## config.mk

```make
export PLATFORM = sky130hd
export DESIGN_NAME = mlft_ram
export DESIGN_NICKNAME = d
export VERILOG_FILES = /design/src/design/mlft_ram.sv
export SDC_FILE = /design/constraint.sdc
export NUM_CORES = 1
export LEC_CHECK = 0
export ABC_CLOCK_PERIOD_IN_PS = 4850
export BUFFER_PORTS_ARGS = -buffer_cell sky130_fd_sc_hd__buf_2
export CAP_MARGIN = 20
export CORE_MARGIN = 2
export CORE_UTILIZATION = 40
export CTS_BUF_LIST = sky130_fd_sc_hd__clkbuf_8
export CTS_CLUSTER_DIAMETER = 200
export DETAILED_ROUTE_END_ITERATION = 12
export GPL_TIMING_DRIVEN = 0
export SYNTH_ARGS = -nofsm -noshare
export SYNTH_HDL_FRONTEND = slang
export SYNTH_SLANG_ARGS = --single-unit
```

## constraint.sdc

```tcl
create_clock -name clock -period 4.85 [get_ports clock]
set_input_delay 0.2425 -clock clock [delete_from_list [all_inputs] [get_ports clock]]
set_output_delay 0.2425 -clock clock [all_outputs]
set_load 0.02 [all_outputs]
```

## src/design/mlft_ram.sv

```systemverilog
// Generic single-write, single-read RAM with registered read data.
// No dependencies; read data holds while no read is issued.
module mlft_ram #(
   parameter int WIDTH = 8,
   parameter int DEPTH = 16
) (
   input  logic                                         clock,
   input  logic                                         wr_en,
   input  logic [((DEPTH > 1) ? $clog2(DEPTH) : 1)-1:0] wr_addr,
   input  logic [WIDTH-1:0]                             wr_data,
   input  logic                                         rd_en,
   input  logic [((DEPTH > 1) ? $clog2(DEPTH) : 1)-1:0] rd_addr,
   output logic [WIDTH-1:0]                             rd_data
);

   logic [WIDTH-1:0] mem_ff [DEPTH];
   logic [WIDTH-1:0] rd_data_ff;

   always_ff @(posedge clock) begin
      if (wr_en) begin
         mem_ff[wr_addr] <= wr_data;
      end
      if (rd_en) begin
         rd_data_ff <= mem_ff[rd_addr];
      end
   end

   assign rd_data = rd_data_ff;

endmodule

```

# After elaboration in Yosys (flattened, before gate mapping)
# Memories as Yosys holds them, arrays and structs flattened. A register that Yosys moved wholly into a read port is not among the register bits.
# Cells that the tools add are included.
word_totals:
  reg_bits: 0
  latchBits: 0
  ramBits: 128
  rom_bits: 0
  input_bits: 19
  out_inout_bits: 8
  wordCells: 3
  mem_count: 1
mem_list:
  columns: ["name", "depth", "word_bits", "read_ports", "rd_clocked_by_memory_dff", "write_ports", "line_no", "source"]
  rows:
  - ["mem_ff", 16, 8, 1, 1, 1, "16", "logic [WIDTH-1:0] mem_ff [DEPTH];"]
op_classes:
  addsub: 0
  n_mul: 0
  n_div: 0
  n_lt_le_gt_ge: 0
  n_eq_ne: 0
  shift: 0
  muxes: 2
  bitwise: 0
  n_reduce_logical: 0
ops:
  columns: ["op", "n"]
  rows:
  - ["$mux 1", 2]

# Longest topological paths before layout
depth:
  ltp_word: 2
  mapped_depth: 5

# Worst setup path before layout
# Ideal clock, no wire load.
synth_path:
  kind: "in2reg"
  start: "input port wr_addr[2] in the netlist's numbering"
  end: "memory mem_ff[0][0] (enable)"
  setup_ns: 0.383
  t_arrival_ns: 1.352
  t_required_ns: 4.467
  slack_ns: 3.115
  cell_stages: 2
  n_path_buf: 0
  path_cell_list: "or3b_2 > nor3_1"
synth_lines:
  columns: ["item", "line_no", "source"]
  rows:
  - ["from (decl)", "9", "input logic [((DEPTH > 1) ? $clog2(DEPTH) : 1)-1:0] wr_addr,"]
  - ["to (decl)", "16", null]
# Straight into the memory's write port.

==> impl_metrics.env <==
export IMPL_drtAntennaViolNets=0
export IMPL_cp_required_ns=5.02
export IMPL_power_frac_seq=0.516
export IMPL_n_antenna_cell=0
export IMPL_finalCritPeriodShare=0.331
export IMPL_htreeDepth=4
export IMPL_crit_type="flip-flop to flip-flop"
export IMPL_fin_hold_ws_ns=0.162
export IMPL_nets=296
export IMPL_area_delta_synth_final_pct=16.4
export IMPL_fp_dieH_um=118
export IMPL_vdd_ir_drop_max_v=0.000184
export IMPL_antenna_found_initial=0
export IMPL_fin_crit_ns=1.61
export IMPL_cts_root_buf="clkbuf_8"
export IMPL_hold_class="input port to flip-flop"
export IMPL_cts_resized=0
export IMPL_start_util=0.413
export IMPL_port_buffers=25
export IMPL_cts_buffers=17
export IMPL_path_max_fanout=1
export IMPL_grt_pass1_wl_um=14400
export IMPL_endpoint_kind="flip-flop"
export IMPL_start_kind="flip-flop"
export IMPL_n_fill_cell=1048
export IMPL_routabilityCongestion=0.726
export IMPL_clock_sinks=136
export IMPL_tightest_slew_ns=0.833
export IMPL_rows=41
export IMPL_synth_most_common_cell="edfxtp_1"
export IMPL_grt_pass1_vias=2409
export IMPL_wl_per_cell_um=20.8
export IMPL_ys_flop_type="edfxtp_1"
export IMPL_yosys_top_cells_count="edfxtp_1, mux4_2, a22oi_1"
export IMPL_postSynthCellCount=229
export IMPL_grt_max_degree=17
export IMPL_synth_top_cell_by_area="edfxtp_1"
export IMPL_core_area_um2=12700
export IMPL_slew_viol_final=0
export IMPL_status="finished clean"
export IMPL_power_switching_mw=0.491
export IMPL_synth_top_area_frac=0.781
export IMPL_drt_iter0_drc=126
export IMPL_layout_drive_gt1_share=0.307
export IMPL_dp_slack_ns=2.90
export IMPL_synthArstFlopShare=0
export IMPL_power_mw=2.57
export IMPL_swShare=0.191
export IMPL_setup_slack_ns=3.24
export IMPL_ys_warn_count=0
export IMPL_fin_util=0.480
export IMPL_timing_fmax_ghz=0.623
export IMPL_p_clk_frac=0.433
export IMPL_power_frac_comb=0.051
export IMPL_rsz0062_at_grt="no"
export IMPL_seq_area_frac_synth=0.781
export IMPL_min_delay_path_depth=1
export IMPL_dpl_hpwl_um=6270
export IMPL_ys_types=18
export IMPL_overflow=0
export IMPL_cts_setup_buffers=0
export IMPL_synthTopCellsByArea="edfxtp_1, mux4_2, mux4_1"
export IMPL_syn_cell_area_um2=5230
export IMPL_fin_worst_skew_ns=0.00979
export IMPL_p_int_mw=2.08
export IMPL_slew_limit_headroom=0.443
export IMPL_die_area_um2=14000
export IMPL_insertion_delay_ns=0.43
export IMPL_cts_tree="yes"
export IMPL_clock_path_buffers=2
export IMPL_rrSetupSlack_ns=3.24
export IMPL_synth_edff_count=136
export IMPL_cts_hold_fix_buffers=0
export IMPL_via_count=2356
export IMPL_avgViaCountPerCell=5.10
export IMPL_grt_usage=0.148
export IMPL_power_density_nw_per_um2=423
export IMPL_p_leak_nw=2.02
export IMPL_synth_nets=248
export IMPL_clkTransAtPathRegs_ns=0.08
export IMPL_firstDrtPassIters=4
export IMPL_post_route_drc_count=0
export IMPL_drt_total_wl_um=9610
export IMPL_worstRegToRegCells=3
export IMPL_max_cap_violations=0
export IMPL_fp_dieW_um=118
export IMPL_arrival_ns=1.78
export IMPL_ys_ff_latch=136
export IMPL_avgSynthCellArea_um2=22.8
export IMPL_fin_tns_setup_ns=0
export IMPL_hold_viol=0
export IMPL_finalSetupViolCount=0
export IMPL_num_io_pins=27
## area by class of cell
type                    instances  area, um2  share of cell area
multi-input cells              83       1060               0.174
clock buffers                  17        234              0.0385
repair buffers                 29        150              0.0247
clock inverters                15        256              0.0422
flip-flops and latches        136       4080               0.671
well taps                     172        215              0.0354
plain buffers                  10       86.3              0.0142
## stage by stage
stage	std cells	cell area, um2
after detailed placement	430	5590
final	462	6080
after global routing	462	6080
after CTS	462	6080
after floorplan	229	5230
after global placement	426	5570
## flip-flops by register name, indices dropped and copies added (netlist names)
name,flops
mem_ff,128
rd_data,8
## routing by layer
layer,track usage,routed length (um)
met1,0.197,4440
met2,0.235,4700
met3,0.0347,324
met4,0.0633,147
met5,0,0
## cell families after synthesis
logic type             Yosys count  share of synthesized area
AOI/OAI and AO/OA               16                     0.0230
buffers and inverters           10                     0.0165
DFF                            136                      0.781
muxes                           32                      0.148
and+or+nand+nor                 35                     0.0314
## layout by cell type (no fill, tap or decap), types with 2 or more instances in the layout
| cell | count |
|---|---|
| clkinv_2 | 4 |
| buf_4 | 3 |
| mux4_1 | 14 |
| nand2b_1 | 2 |
| clkdlybuf4s25_2 | 3 |
| bufinv_16 | 7 |
| a22oi_1 | 16 |
| clkinvlp_4 | 3 |
| nand2_1 | 9 |
| mux4_2 | 18 |
| buf_2 | 30 |
| buf_6 | 3 |
| nor3_1 | 4 |
| nor2_1 | 13 |
| edfxtp_1 | 136 |
| nand3b_1 | 2 |
| clkbuf_8 | 17 |
## power groups by stage
stage | Sequential (mW) | Clock, mW | Combinational (mW)
6_report | 1.33 | 1.12 | 0.130
3_3_place_gp | 1.35 | 0 | 0.130
4_1_cts | 1.33 | 1.13 | 0.132
5_1_grt | 1.33 | 1.18 | 0.141
2_1_floorplan | 1.36 | 0 | 0.0668
3_5_place_dp | 1.35 | 0 | 0.132
## critical path: stages, from the launching register on
cell,delay (ns)
edfxtp_1,0.35
mux4_1,0.57
a22oi_1,0.33
nand2_1,0.10
## final timing paths
check | to | start
max | rd_data[0]$_DFFE_PP_ | mem_ff[5][0]$_DFFE_PP_
max reg2reg | rd_data[0]$_DFFE_PP_ | mem_ff[5][0]$_DFFE_PP_
min | rd_data[5]$_DFFE_PP_ | rd_en
min reg2reg | rd_data[4]$_DFFE_PP_ | mem_ff[8][4]$_DFFE_PP_
Note: power is estimated with default switching activity, not from simulation.
