[src/design/mlft_pkg.sv]
// Package for the MAC learning forwarding table.
// Holds table sizes, field widths, outcome and command codes and the match status type.
// No dependencies.
package mlft_pkg;

   localparam int TABLE_DEPTH = 16;
   localparam int IDX_W = (TABLE_DEPTH > 1) ? $clog2(TABLE_DEPTH) : 1;
   localparam int CNT_W = $clog2(TABLE_DEPTH + 1);

   localparam int MAC_W = 48;
   localparam int IP_W = 32;
   localparam int PORT_W = 16;
   localparam int PEER_W = IP_W + PORT_W;
   localparam int ENTRY_W = MAC_W + PEER_W;
   localparam int OC_W = 3;

   localparam logic [MAC_W-1:0] BCAST_MAC = {MAC_W{1'b1}};

   typedef enum logic {
      CMD_LEARN = 1'b0,
      CMD_FORWARD = 1'b1
   } command_type;

   typedef enum logic [OC_W-1:0] {
      OC_LEARNED = 3'd0,
      OC_KNOWN = 3'd1,
      OC_FULL = 3'd2,
      OC_HIT = 3'd3,
      OC_DEFAULT = 3'd4,
      OC_FLOOD = 3'd5,
      OC_FLOOD_EMPTY = 3'd6
   } outcome_type;

   // Result of comparing one stored entry against the key.
   typedef struct packed {
      logic hit;     // stored address equals the key
      logic at_end;  // entry is the last valid one
      logic full;    // table holds TABLE_DEPTH entries
   } match_type;

endpackage

[src/design/mlft_match.sv]
// Shared compare unit: checks one entry read from the table against the key.
// Depends on mlft_pkg.
module mlft_match import mlft_pkg::*; (
   input  logic [MAC_W-1:0] key,
   input  logic [MAC_W-1:0] entry_mac,
   input  logic [IDX_W-1:0] idx,
   input  logic [CNT_W-1:0] count,
   output match_type        status
);

   always_comb begin
      status.hit = (entry_mac == key);
      status.at_end = ((CNT_W'(idx) + CNT_W'(1)) == count);
      status.full = (count == CNT_W'(TABLE_DEPTH));
   end

endmodule

[config.mk]
export PLATFORM = sky130hd
export DESIGN_NAME = mlft_match
export DESIGN_NICKNAME = d
export VERILOG_FILES = /design/src/design/mlft_pkg.sv /design/src/design/mlft_match.sv
export SDC_FILE = /design/constraint.sdc
export NUM_CORES = 1
export LEC_CHECK = 0
export BUFFER_PORTS_ARGS = -buffer_cell sky130_fd_sc_hd__buf_2
export CELL_PAD_IN_SITES_DETAIL_PLACEMENT = 1
export CELL_PAD_IN_SITES_GLOBAL_PLACEMENT = 1
export CORE_UTILIZATION = 18
export DETAILED_ROUTE_END_ITERATION = 7
export PLACE_DENSITY_LB_ADDON = 0.1
export SYNTH_ARGS = -nofsm -noshare
export SYNTH_HDL_FRONTEND = slang
export SYNTH_SLANG_ARGS = --single-unit
[constraint.sdc]
create_clock -name vclk -period 2.44
set_input_delay 0.244 -clock vclk [all_inputs]
set_output_delay 0.244 -clock vclk [all_outputs]
set_load 0.02 [all_outputs]
==> Word level (Yosys, flattened, before mapping) <==
Cells that the tools add are included.
Widths: inputs -> output; s select.
{ "word_totals": {"register_bits": 0, "in_bits": 105, "output_inout_bits": 3, "wordCells": 4} }
{ "classes": {"addsub": 1, "n_eq_ne": 3} }
{ "op_table": {"columns": ["operator", "count"], "rows": [
  ["$eq 48x48->1", 1],
  ["$add 4x1->5 const B", 1],
  ["$eq 5x5->1", 1],
  ["$eq 5x5->1 const B", 1]
]} }

==> Logic depth before layout (Yosys ltp) <==
Gate-level depths: netlist of the first run.
{ "logic_depth": {"depth_word": 2, "depth_mapped": 5, "ltp_nobuf": 5} }

==> Least setup slack after synthesis of the first run <==
OpenSTA, ideal clock, no wires.
{ "synth_timing": {"path_kind": "in2out", "from": "in idx[0]", "to": "out status[1] in the netlist's numbering", "t_arrival_ps": 1383, "required_time_ps": 2196, "path_slack_ps": 813, "cell_stages": 5, "path_buffers": 0, "path_cell_list": "ha_1 nand2_1 xor2_1 nand3_1 a2111oi_2"} }
{ "synth_rtl": {"columns": ["item", "line", "source"], "rows": [
  ["start, declared", "mlft_match.sv:6", "input logic [IDX_W-1:0] idx,"],
  ["end, declared", "mlft_match.sv:8", "output match_type status"]
]} }

==> impl.org, run 1 <==
** Status
- Status :: completed

** Yosys
- Combinational family with the most area after synthesis :: XOR/XNOR gates
- Part of the Yosys area used for sequential elements :: 0
- Yosys warnings :: 0
- Share of the synthesized area in compound gates (AO/OA/AOI/OAI) :: 0.02358
- The share of synthesized area in the top cell type comes to 0.6876.
- Area share of xor/xnor cells in the synthesized design :: 0.7426
- The number of nets in the synthesized netlist is ~180.
- In this run the mean area of a mapped cell was 8.165 µm².
- After synthesis the cells add up to 636.9 µm².
- Of the total synthesized cell area, the portion taken by AND, OR, NAND and NOR gates is 0.2141.
- Post-synthesis adder-cell area fraction :: 0.01965
- Most area-consuming cells after synthesis :: xor2_1, nor4_1, xnor2_1
- Proportion of synthesized area in mux cells :: 0
- The synthesized design spends more area on one cell type than any other, namely xor2_1.
- Synthesized instance count :: 78
- Synthesis instantiated 12 different standard cells from the library.

** STA
- In the final timing run, aggregate negative setup slack is 0 ps.
- Final count of pins violating max slew :: 0
- The worst path in the final design needs a cycle of ~1800 ps, including I/O delays and setup.
- The count of final hold-check violations is 0.
- Setup violations remaining at the end of the flow were counted as 0.
- Upper clock frequency limit :: 569.7 MHz
- Across all hold checks on the routed design, the worst slack comes to about 860 ps.
- Setup repair after global routing left no endpoint under its margin.
- Final cycle utilization of the critical path :: 0.7194
- Measured against its own limit, the worst slew margin works out to 0.8098.
- At the pin with the least slew margin, the transition time is 282.7 ps.

** Hold path
- Along the worst hold path, the cell count comes to 3.
- The worst hold path terminates at status[0].
- Path category of the worst min-delay check :: in2out
- Worst hold start :: count[4]

** Final layout
- The finished cells cover around 0.0012 mm².
- Seq_cells :: 0
- Most common cell after layout, fill and taps aside :: buf_2
- End-of-flow core utilization :: 0.3672
- Most used cells in the layout excluding fill and tap cells :: buf_2, xor2_1, nor4_1, xnor2_1, nand4_1
- Share of cells above drive strength 1 :: 0.5914
- The area growth from synthesis to layout is 93.91%.
- Nets@finish :: between 200 and 300
- The filler cells instantiated in the layout total 477.
- Diode count :: 0
- Summing all flip-flop and latch instances after layout gives 0 µm².
- The clock buffers instantiated in the layout total 0.

** Setup path
- Required arrival time at the worst endpoint :: 2200 ps
- STA classifies the critical path endpoint as an output pin.
- Stage delay of the slowest cell on the critical path :: 340 ps
- STA classifies the critical path startpoint as a primary input.
- Cell breakdown of the critical path :: buf_2 -> ha_1 -> nand2_1 -> xor2_1 -> nand3_1 -> a2111oi_2 -> buf_2
- Cell type with the highest occurrence count on the critical path :: buf_2
- On the critical path, the stage with the largest delay is an instance of a2111oi_2.
- Critical Path Fanout Max :: 3
- The worst setup path is of the in2out kind.
- Data arrival at the endpoint of the critical path :: 1510 ps

** Floorplanning
- # IOs :: 108
- The floorplan has 21 rows.
- Die outline area :: about 0.0038 mm²
- The core region is 0.003363 mm².
- Die extent in y :: approximately 61 µm
- The initial utilization of the core area, before any placement, comes to 0.1894.
- The floorplan step set the die width to 61.48 µm.

** Placement
- Final HPWL from detailed placement :: ~2300 µm
- Placer congestion estimate :: 0.6530
- Count of buffers inserted at the top-level ports :: 108
- Placed cell areas :: 0.001235 mm²

** Global routing
- The initial antenna violation count was 0.
- Overflow after GRT :: 0
- The first global-routing pass estimated 3249 µm of wire.
- Pin count of the biggest net entering global routing :: 4
- The via count of the first global-routing pass is 870.
- Global Route Usage Sum :: 0.1105

** Drt
- Routed length per instance :: just over 10 µm
- Routed vias :: 971
- Via count normalized by instance count :: 4.185
- After detailed routing, the number of remaining DRC violations is 0.
- The pre-antenna-repair detailed-routing pass consisted of 2 iterations.
- Drt total wl :: between 2000 and 2500 µm
- For this block, the initial DRC count from the detailed router was 8.
- Once detail routing completed, the nets flagged for antenna violations numbered 0.

** Pwr
- Power per Cell Area :: 146.0 mW/mm²
- IR drop worst, VDD :: between 0.04 and 0.05 mV
- Lkg Pwr :: 0.6749 nW
- PnR Total Power :: roughly 0.00018 W

** Clock tree
- Hold buffer count at cts :: 0
- # Post-CTS Setup Buffers :: 0
- Once the clock tree was built, the resizer swapped 0 gates to a different size.

** Run
- Across the run, the number of max-cap violations was 0.
## cell families after synthesis
kind of cell             count (synthesis)
XOR/XNOR                                54
AND/OR/NAND/NOR                         22
adder cells (fa/ha/maj)                  1
AO/OA/AOI/OAI                            1
## cells in the mapped netlist
library cell  count
nor4_1           13
xnor2_1           4
nand2_1           1
and2_1            1
a2111oi_2         1
ha_1              1
nand4_1           3
or3_1             1
nand3_2           1
nand3_1           1
xor2_1           50
nor3_1            1
## worst max path at each step
stage | startpoint | end | slack (ps) | cells after the start
2_1_floorplan | idx[0] | status[1] | 810 | 5
3_3_place_gp | idx[0] | status[1] | 720 | 7
3_5_place_dp | idx[0] | status[1] | 670 | 7
4_1_cts | idx[0] | status[1] | 660 | 7
5_1_grt | idx[0] | status[1] | 570 | 7
6_report | idx[0] | status[1] | 680 | 7
## metrics by stage
stage                     cells  setup WS, ps
after floorplan              78         813.3
after global placement      232         718.4
after detailed placement    232         665.4
after CTS                   232         660.3
after global routing        232         574.6
final                       232         684.7
## power breakdown
group	leakage (nW)	internal, W	total, W	switching [W]
Clock	0	0	0	0
Combinational	0.675	0.000105	0.000180	0.0000750
Sequential	0	0	0	0
Total	0.675	0.000105	0.000180	0.0000750
## area by class of cell
cell class / count / area [µm²] / share of cell area
repair buffers: 108 / 540.5 / 0.4377
well taps: 46 / 57.56 / 0.04661
multi-input cells: 78 / 636.9 / 0.5157
## per-layer routing
| layer | global-route usage | routed length (µm) | vias to the layer above |
|---|---|---|---|
| li1 | - | - | 490 |
| met3 | 0.004202 | 193 | 0 |
| met5 | 0 | 0 | - |
| met4 | 0 | 0 | 0 |
| met2 | 0.2627 | 1414 | 45 |
| met1 | 0.1031 | 761 | 436 |
## critical path, delay by kind of cell
kind	cells	cell delay, ps
adder cells (fa/ha/maj)	1	230
buffers and inverters	2	340
XOR/XNOR	1	160
AND/OR/NAND/NOR	2	190
AO/OA/AOI/OAI	1	340
Note: power is estimated with default switching activity, not from simulation.
==> inputs of run 2 (changes only) <==
--- a/config.mk
+++ b/config.mk
@@ -5,6 +5,7 @@
 export SDC_FILE = /design/constraint.sdc
 export NUM_CORES = 1
 export LEC_CHECK = 0
+export ABC_AREA = 1
 export BUFFER_PORTS_ARGS = -buffer_cell sky130_fd_sc_hd__buf_2
 export CELL_PAD_IN_SITES_DETAIL_PLACEMENT = 1
 export CELL_PAD_IN_SITES_GLOBAL_PLACEMENT = 1
==> constraint.sdc (replaced) <==
create_clock -name vclk -period 1.65
set_input_delay 0.165 -clock vclk [all_inputs]
set_output_delay 0.165 -clock vclk [all_outputs]
set_load 0.02 [all_outputs]
==> run 2 against run 1 <==
- utilization fell by 2.8 points
- synthesized area rose by 18%
- sequential share of layout area did not move
- final cell count rose by 24%
- via count rose by 19%
- total power rose by 71%
- routed wire length rose by 3.5%
- critical path type unchanged
- critical endpoint unchanged
==> impl.org, run 2 <==
** Status
- Status :: completed

** Hold path
- Path category of the worst min-delay check :: in2out
- Worst hold start :: count[0]
- Hold Crit Endpoint :: status[0]
- Along the worst hold path, the cell count comes to 3.

** Yosys
- A synthesized cell averages 5.794 µm².
- Synthesis produced a netlist with a net count of 236.
- Commonest cells post-synth :: xnor2_1, nand2_1, inv_1
- Post-synth top area share :: 0.5116
- Synthesized instance count :: 130
- Most common cell in the netlist :: xnor2_1
- The netlist uses 11 different library cells.
- Summing every instance area after synthesis gives around 750 µm².
- Largest area contributor in the netlist :: xnor2_1
- Part of the Yosys area used for sequential elements :: 0
- Ranked by total cell area, the synthesized netlist is headed by xnor2_1, nand2_1, inv_1.
- Yosys warnings :: 0

** Final layout
- Diode count :: 0
- The finished layout holds 288 standard cells, fillers aside.
- The layout has 562 filler cells.
- The layout has 0 clock buffers.
- The final layout contains 346 nets.
- Multi-input gate area :: approximately 700 µm²
- Compared with the post-synthesis result, the final layout area differs by 80.07%.
- In the finished design the tool counted flip-flops and latches totalling 0.
- Most common cell after layout, fill and taps aside :: buf_2
- End-of-flow core utilization :: 0.3391
- Sequential cell area in the final layout :: 0 µm²
- Share of cells above drive strength 1 :: 0.4580
- Most used cells in the layout excluding fill and tap cells :: buf_2, xnor2_1, nand2_1, inv_1, nor2_1

** Placement
- Post-Place Cells :: 288
- Port buffering added around 110 buffers.
- Placer congestion estimate :: around 0.7
- The HPWL after detailed placement is 2472 µm.

** Drt
- The final layout contains routed wiring with a total length of 2452 µm.
- The first TritonRoute pass finished after 2 iterations.
- Detailed routing placed a total of approximately 1300 µm of wire on met2.
- Via count normalized by instance count :: 4.021
- Once detail routing completed, the nets flagged for antenna violations numbered 0.
- Routed length on met3 :: 322 µm
- Residual DRC :: 0
- After detailed routing, the average wire length per cell comes to 8.514 µm.
- Uppermost metal layer occupied by signal nets :: met3
- Routed vias :: 1,158
- After the first detailed-routing iteration, the DRC count stood at 4.
- In the final routing, the length of wire on met1 measures 805 µm.

** Clock tree
- In this run the post-CTS setup repair buffer count came out at 0.
- The number of hold buffers added after CTS was 0.
- Gates resized during post-CTS repair numbered 0.

** STA
- Final hold analysis gives a worst-case slack of a little over 600 ps.
- Setup violations remaining at the end of the flow were counted as 0.
- Upper clock frequency limit :: 723.1 MHz
- Headroom to the max-slew limit came out at 0.8940.
- The count of final hold-check violations is 0.
- Setup repair after global routing left no endpoint under its margin.
- Final cycle utilization of the critical path :: 0.8381
- Counting I/O delays and the setup requirement, the final critical path takes 1383 ps.
- In the final timing run, aggregate negative setup slack is 0 ps.
- Transition time at the pin with the least slew margin :: 157.3 ps
- The max-slew violation total from the final report was 0.

** Floorplanning
- Width of the die :: 66.69 µm
- # IOs :: 108
- The initial utilization of the core area, before any placement, comes to 0.1883.
- The die is 66.69 µm tall.
- The die covers 0.004448 mm².
- The core region is 0.004000 mm².
- Rows :: 23

** Setup path
- STA classifies the critical path startpoint as a primary input.
- Critical Path Fanout Max :: 3
- Required arrival time at the worst endpoint :: ~1500 ps
- Stage delay of the slowest cell on the critical path :: 300 ps
- By instance count, the cell type seen most on the critical path is buf_2.
- Critical path class :: in2out
- Data arrives at the worst endpoint at ~1200 ps.
- Crit path capture type :: output pin
- Cell breakdown of the critical path :: buf_2 -> ha_1 -> xnor2_1 -> nand3_1 -> nor3_1 -> buf_2
- The largest individual stage delay along the critical path comes from the cell ha_1.

** Global routing
- The first global-routing pass estimated roughly 3800 µm of wire.
- Global Route Usage Sum :: 0.1030
- Global routing finished with a remaining overflow of 0.
- Number of antenna violations at the first check in global routing :: 0
- Entering global routing, the biggest net connects 4 pins.
- The via count of the first global-routing pass is 1,066.

** Pwr
- IR drop worst, VDD :: 0.06751 mV
- Power per Cell Area :: 227.9 mW/mm²
- Lkg Pwr :: 0.7296 nW

** Run
- Across the run, the number of max-cap violations was 0.
## run 2: layer usage
layer,global-route usage,vias up
met5,0,-
met2,0.2323,59
met1,0.09476,490
li1,-,609
met3,0.02055,0
met4,0,0
## run 2: area by class of cell
type,count,share of cell area
multi-input combinational,116,0.5166
timing repair buffer,108,0.3985
tap,50,0.04613
inverter,14,0.03875
## run 2: power breakdown
group / leakage (nW) / internal [W] / switching [W]
sequential: 0 / 0 / 0
combinational: 0.730 / 0.000187 / 0.000123
clock: 0 / 0 / 0
total: 0.730 / 0.000187 / 0.000123
## run 2: per-stage QoR
stage          worst slack [ps]  instance area [µm²]  total power, W
3_3_place_gp              286.2                 1356       0.0003127
5_1_grt                   120.6                 1356       0.0003506
3_5_place_dp              256.1                 1356       0.0003160
6_report                  267.1                 1356       0.0003091
4_1_cts                   255.6                 1356       0.0003168
2_1_floorplan             295.4                753.2       0.0001503
## run 2: cells by family after synthesis
| kind of cell | synth area share |
|---|---|
| simple gates | 0.3605 |
| xor+xnor | 0.5465 |
| buf+inv | 0.06977 |
| compound gates | 0.006638 |
| fa+ha+maj | 0.01661 |
## run 2: worst max-delay path: cells and delay by family
kind	cells	cell delay, ps
XOR/XNOR	1	170
AND/OR/NAND/NOR	2	280
buffers and inverters	2	310
adder cells (fa/ha/maj)	1	300
## run 2: how the worst max path moves through the flow
| stage | to | slack [ps] | from | cells after the start |
|---|---|---|---|---|
| final | status[1] | 270 | idx[0] | 6 |
| after global routing | status[1] | 120 | idx[0] | 6 |
| after CTS | status[1] | 260 | idx[0] | 6 |
| after detailed placement | status[1] | 260 | idx[0] | 6 |
| after global placement | status[1] | 290 | idx[0] | 6 |
| after floorplan | status[1] | 300 | idx[0] | 4 |
